## config.mk

```make
export PLATFORM = sky130hd
export DESIGN_NAME = tsbt_scale
export DESIGN_NICKNAME = d
export VERILOG_FILES = /design/src/sv/two_sided_butterfly_transform_unit_macros.svh /design/src/sv/tsbt_pkg.sv /design/src/sv/tsbt_scale.sv
export SDC_FILE = /design/constraint.sdc
export NUM_CORES = 2
export LEC_CHECK = 0
export ABC_AREA = 1
export BUFFER_PORTS_ARGS = -buffer_cell sky130_fd_sc_hd__buf_2
export CAP_MARGIN = 0
export CELL_PAD_IN_SITES_DETAIL_PLACEMENT = 1
export CELL_PAD_IN_SITES_GLOBAL_PLACEMENT = 1
export CORE_ASPECT_RATIO = 0.9
export CORE_MARGIN = 2
export CORE_UTILIZATION = 41
export DETAILED_ROUTE_END_ITERATION = 12
export PLACE_DENSITY = 0.76
export SYNTH_ARGS = -nofsm -noshare
export SYNTH_HDL_FRONTEND = slang
export SYNTH_SLANG_ARGS = --single-unit
```

## constraint.sdc

```tcl
create_clock -name clk -period 16.7 [get_ports clk]
set_input_delay 0 -clock clk [delete_from_list [all_inputs] [get_ports clk]]
set_output_delay 0 -clock clk [all_outputs]
set_load 0.05 [all_outputs]
```

## src/sv/two_sided_butterfly_transform_unit_macros.svh

```systemverilog
// Assertion macros shared by the butterfly transform RTL
`ifndef TWO_SIDED_BUTTERFLY_TRANSFORM_UNIT_MACROS_SVH
`define TWO_SIDED_BUTTERFLY_TRANSFORM_UNIT_MACROS_SVH

// Consequent must hold in the same cycle as the antecedent
`define TSBT_ASSERT_NOW(lbl, ante, cons, msg) \
  lbl: assert property (@(posedge clk) disable iff (rst) (ante) |-> (cons)) \
    else $error(msg);

// Consequent must hold in the cycle after the antecedent
`define TSBT_ASSERT_NEXT(lbl, ante, cons, msg) \
  lbl: assert property (@(posedge clk) disable iff (rst) (ante) |=> (cons)) \
    else $error(msg);

`endif

```

## src/sv/tsbt_pkg.sv

```systemverilog
// Shared widths, opcodes, status codes and register indexes
`default_nettype none
package tsbt_pkg;

  localparam int OPCODE_W  = 3;
  localparam int IDX_W     = 6;
  localparam int DATA_W    = 32;
  localparam int BF_W      = 18;
  localparam int STATUS_W  = 2;
  localparam int CFG_W     = 7;
  localparam int CFG_IDX_W = 1;
  localparam int SUM_W     = DATA_W + 2;
  localparam int PROD_W    = 2 * BF_W;

  localparam logic [OPCODE_W-1:0] OP_LOAD_MAT   = 3'd0;
  localparam logic [OPCODE_W-1:0] OP_LOAD_LEFT  = 3'd1;
  localparam logic [OPCODE_W-1:0] OP_LOAD_RIGHT = 3'd2;
  localparam logic [OPCODE_W-1:0] OP_RUN        = 3'd3;
  localparam logic [OPCODE_W-1:0] OP_READ       = 3'd4;

  localparam logic [STATUS_W-1:0] ST_OK    = 2'd0;
  localparam logic [STATUS_W-1:0] ST_INDEX = 2'd1;
  localparam logic [STATUS_W-1:0] ST_VALUE = 2'd2;

  localparam logic [CFG_IDX_W-1:0] REG_SIZE  = 1'b0;
  localparam logic [CFG_IDX_W-1:0] REG_DEPTH = 1'b1;

endpackage
`default_nettype wire

```

## src/sv/tsbt_scale.sv

```systemverilog
// Butterfly scaling pipeline: floor(sum * r * s / 2^33), saturated to Q16.16
`default_nettype none
module tsbt_scale import tsbt_pkg::*; #(
  parameter int TW = 13
) (
  input  wire                      clk,
  input  wire                      rst,
  input  wire                      in_valid,
  input  wire signed [SUM_W-1:0]   sum,
  input  wire signed [BF_W-1:0]    r,
  input  wire signed [BF_W-1:0]    s,
  input  wire [TW-1:0]             tag_in,
  output logic                     out_valid,
  output logic signed [DATA_W-1:0] result,
  output logic [TW-1:0]            tag_out
);

  localparam int PH_W = PROD_W - 16;
  localparam int M1_W = SUM_W + PH_W;
  localparam int M2_W = SUM_W + 17;
  localparam int T_W  = M1_W + 1;
  localparam int SH_W = T_W - 17;

  logic                     v1;
  logic signed [SUM_W-1:0]  sum1;
  logic signed [PROD_W-1:0] p1;
  logic [TW-1:0]            tag1;
  logic signed [M1_W-1:0]   m1;
  logic signed [M2_W-1:0]   m2;
  logic signed [PH_W-1:0]   ph;
  logic signed [16:0]       pl;
  logic signed [T_W-1:0]    t;
  logic signed [SH_W-1:0]   tsh;

  assign ph = $signed(p1[PROD_W-1:16]);
  assign pl = $signed({1'b0, p1[15:0]});

  always_ff @(posedge clk) begin
    if (rst) begin
      v1        <= 1'b0;
      out_valid <= 1'b0;
    end else begin
      v1        <= in_valid;
      out_valid <= v1;
    end
  end

  // Stage one: exact r*s; stage two: split product against the sum
  always_ff @(posedge clk) begin
    sum1    <= sum;
    p1      <= r * s;
    tag1    <= tag_in;
    m1      <= sum1 * ph;
    m2      <= sum1 * pl;
    tag_out <= tag1;
  end

  assign t   = T_W'(m1) + T_W'(m2 >>> 16);
  assign tsh = $signed(t[T_W-1:17]);

  always_comb begin
    if (tsh[SH_W-1:DATA_W-1] != {(SH_W-DATA_W+1){tsh[SH_W-1]}}) begin
      result = tsh[SH_W-1] ? {1'b1, {(DATA_W-1){1'b0}}} : {1'b0, {(DATA_W-1){1'b1}}};
    end else begin
      result = tsh[DATA_W-1:0];
    end
  end

endmodule
`default_nettype wire

```

After elaboration in Yosys (flattened, before gate mapping)
Index checks and enable logic that the tools add are counted.
{ "totals": {"ff_bits": 203, "out_inout_bits": 46, "elab_cells": 15} }
{ "classes": {"multipliers": 3, "n_eq_ne": 1, "addsub": 1, "muxes": 2} }
{ "op_table": {"columns": ["cell", "count"], "rows": [
  ["two-way mux 32 bit", 2],
  ["adder 54 x 35 -> 55 bit", 1],
  ["multiplier 34 x 20 -> 54 bit", 1],
  ["multiplier 34 x 17 -> 51 bit", 1],
  ["multiplier 18 x 18 -> 36 bit", 1],
  ["!= test 6 bit", 1]
]} }

Longest topological paths before layout
{ "logic_depth": {"word_depth": 3, "mapped_depth": 33} }

Worst setup path before layout
No wires, ideal clock.
{ "synth_path": {"path_type": "register -> register", "startpoint": "register sum1[33]", "endpoint": "register m1[46]", "period_less_slack_ps": 6436, "arrival_ps": 6365, "path_stages_with_launch": 27, "setup_ps": 72, "n_path_buf": 2, "setup_slack_ps": 10264, "path_cell_list": "dfxtp_1 -> clkbuf_1 -> clkbuf_1 -> nand2_1 -> inv_1 -> fa_1 -> inv_1 -> fa_1 -> inv_1 -> fa_1 -> inv_1 -> fa_1 -> inv_1 -> fa_1 -> inv_1 -> fa_1 -> fa_1 -> inv_1 -> ha_1 -> nand2_1 -> nor2_1 -> inv_1 -> nor2_1 -> and3_1 -> nand3_1 -> o221ai_1 -> xor2_1"} }
{ "synth_between": {"elab_chain_len": 1} }
{ "synth_lines": {"columns": ["element", "line", "rtl"], "rows": [
  ["start, declared", "tsbt_scale.sv:25", "logic signed [SUM_W-1:0] sum1;"],
  ["start signal, assigned", "tsbt_scale.sv:50", "sum1 <= sum;"],
  ["multiplier 34 x 20 -> 54 bit", "tsbt_scale.sv:53", "m1 <= sum1 * ph;"],
  ["end signal, assigned", "tsbt_scale.sv:53", null],
  ["end, declared", "tsbt_scale.sv:28", "logic signed [M1_W-1:0] m1;"]
]} }
No other way between the ends.
A chain may end at the register's enable or synchronous reset.

Worst setup path in the final report
{ "layout_path": {"startpoint": "register p1[21]", "endpoint": "register m1[46]"} }
{ "layout_between": {"elab_chain_len": 1} }
{ "layout_lines": {"columns": ["element", "line", "rtl"], "rows": [
  ["start, declared", "tsbt_scale.sv:26", "logic signed [PROD_W-1:0] p1;"],
  ["start signal, assigned", "tsbt_scale.sv:51", "p1 <= r * s;"],
  ["multiplier 34 x 20 -> 54 bit", "tsbt_scale.sv:53", null]
]} }
No other way between the ends.

==> flow_summary.yaml <==
floorplanning:
  die-area_um2: 160900
  start_util: 0.4120
  num_io_pins: 132
  die_w_um: 422.6
  die_h_um: 380.7
  coreArea_um2: 157000
  rows: 138
synth:
  ys_warn_count: 0
  synth_top_area_frac: 0.4694
  yosys_register_bits: 187
  yosysTopAreaCell: "fa_1"
  synthArstFlopShare: 0
  synth_cells: 8348
  synthesis.area_um2: 64660
  syn_avg_cell_area_um2: 7.745
  netlist_top_cells_area: "fa_1, inv_1, nand2_1, ha_1, dfxtp_1"
  netlist_top_cells_count: "inv_1, nand2_1, fa_1"
  yosys.cell_types.count: 45
  dominantRegCellSynth: "dfxtp_1"
  synth_fp_nets: 10350
  synth-edff-count: 0
  yosysSeqAreaShare: 0.05790
  yosysMostFrequentCell: "inv_1"
grt:
  grt_pass1_vias: 61200
  grt_max_degree: 37
  grt_overflow: 0
  grt_use_total: 0.2682
  grt_pass1_wl_mm: 335.7
  antenna_found_initial: 11
hold_path:
  min-delay-path-class: "in -> reg"
  worstHoldStart: "sum[22]"
  holdPathEnd: "sum1[22]"
  hold-path-cell-count: 2
cells_and_area:
  diodes: 0
  layout-drive-gt1-share: 0.03566
  area_growth_syn_to_layout_pct: 5.484
  nets: 10260
  fin_area_um2: 68200
worst_setup_path:
  required_ns: 17.16
  r2r-start: "p1[21]"
  r2r_cells: 21
  cp-end-kind: "flop"
  worstSetupPathType: "reg -> reg"
  cp.arrival_ns: 8.24
  reg2reg_to: "m1[46]"
  path_max_fanout: 34
  crit_path_start_kind: "flop"
  r2r_setup_slack_ns: 8.93
placement:
  place_congestion: 0.9365
  portBuffers: 131
  post_dp_cell_area_um2: 67100
  dp_hpwl_mm: 171.4
  dp_slack_ns: 8.951
cts:
  cts.path.max_buffers: 2
  postCtsHoldBufs: 51
  cts.repair.resized: 0
  clk_pin_slew_ns: 0.11
  clock-sinks: 187
  post-cts-setup-buffer-count: 0
  clock_latency_ns: 0.57
  cts-htree-levels: 4
  cts_made_buffers: 17
  clock-root-buffer: "clkbuf_16"
  cts_tree: "built"
sta:
  rsz0062_at_grt: "false"
  whs_ns: 0.06578
  setup_ws_ns: 8.926
  slew_headroom: 0.3361
  finalHoldViolCount: 0
  worstMarginPinSlew_ns: 0.9922
  drv_slew: 0
  setup_viol: 0
  finClkSkew_ns: 0.03169
  period_needed_ns: 7.774
  maxClockFrequency_ghz: 0.1286
  post-route-period-util: 0.4655
  setup-tns-final_ns: 0
drt:
  vias: 51890
  drc: 0
  firstDrtPassIters: 5
  drt-total-wl_mm: 207.6
  wire_per_inst_um: 20.01
  ant_nets: 0
  via_per_inst: 5.002
  drt_iter0_drc: 2729
run_status:
  outcome: "complete, no violations"
flow_run:
  cap_violations: 0
==> worst max-delay path, cell delays in order, from the launching register on <==
cell and delay [ns]:
dfxtp_1 0.32, buf_4 0.48, nand2_1 0.29, fa_1 0.81
inv_1 0.16, fa_1 0.89, fa_1 0.53, fa_1 0.52
fa_1 0.50, inv_1 0.07, fa_1 0.47, fa_1 0.51
inv_1 0.04, ha_1 0.39, nand2_1 0.14, nor2_1 0.23
inv_1 0.09, nor2_1 0.20, and3_1 0.23, nand3_1 0.08
o221ai_1 0.42, xor2_1 0.24
==> sequential cells by signal, indices dropped and copies added (netlist names) <==
signal / cells
p1: 36
tag_out: 13
sum1: 34
out_valid: 1
tag1: 13
m2: 35
m1: 54
v1: 1
==> cell usage in the layout, fill, tap and decap left out, drive strengths merged, types with 10 or more instances in the layout <==
master       Yosys  final
xnor2           62     62
xor2           110    110
nor4            10     10
nand4           50     50
ha             400    400
nor2           297    297
or2             20     20
o21ai          112    112
buf             24    204
a21oi          223    223
nand2         2138   2138
fa            1516   1516
dfxtp          187    187
o21bai          22     22
clkbuf         338     18
dlygate4sd3      0     51
a31oi           38     38
nand3           79     79
o21a            18     18
inv           2634   2639
nor3            24     24
==> cell families after synthesis <==
logic type,Yosys count,share of synthesized area
XOR/XNOR,172,0.02330
flip-flops,187,0.05790
AND/OR/NAND/NOR,2627,0.1589
AO/OA/AOI/OAI,449,0.03864
buffers and inverters,2997,0.1745
adder cells (fa/ha/maj),1916,0.5468
==> worst max path at each step <==
stage	start	to	slack, ns	cells after the start
finish	p1[21]	m1[46]	8.93	21
global placement	sum1[18]	m1[44]	9.28	22
detailed placement	p1[21]	m1[46]	8.95	21
floorplan	sum1[33]	m1[46]	10.26	26
global route	p1[21]	m1[46]	8.67	21
CTS	p1[21]	m1[46]	8.93	21
==> final cells by class <==
type	instances	area (µm²)
clock inverter	14	153.9
tap	2100	2628
sequential	187	3747
clock buffer	18	439.2
fill	19410	88750
inverter	2635	9891
timing repair buffer	255	1714
multi-input combinational	5164	49630
==> metal layers <==
layer	track usage	vias up	part of all wire
met4	0.06660	6	0.024
li1	-	23130	-
met1	0.3458	27080	0.43
met5	0	-	0.00016
met2	0.4698	1353	0.49
met3	0.04108	327	0.055
==> through the flow <==
stage	util	cells
6_report	0.4345	10370
5_1_grt	0.4345	10370
4_1_cts	0.4345	10370
3_5_place_dp	0.4275	10290
3_3_place_gp	0.4275	10290
2_1_floorplan	-	8348
Power is left out: the tool's default activity adds up to more than one toggle a clock period on the data nets, which glitch-free logic cannot reach.
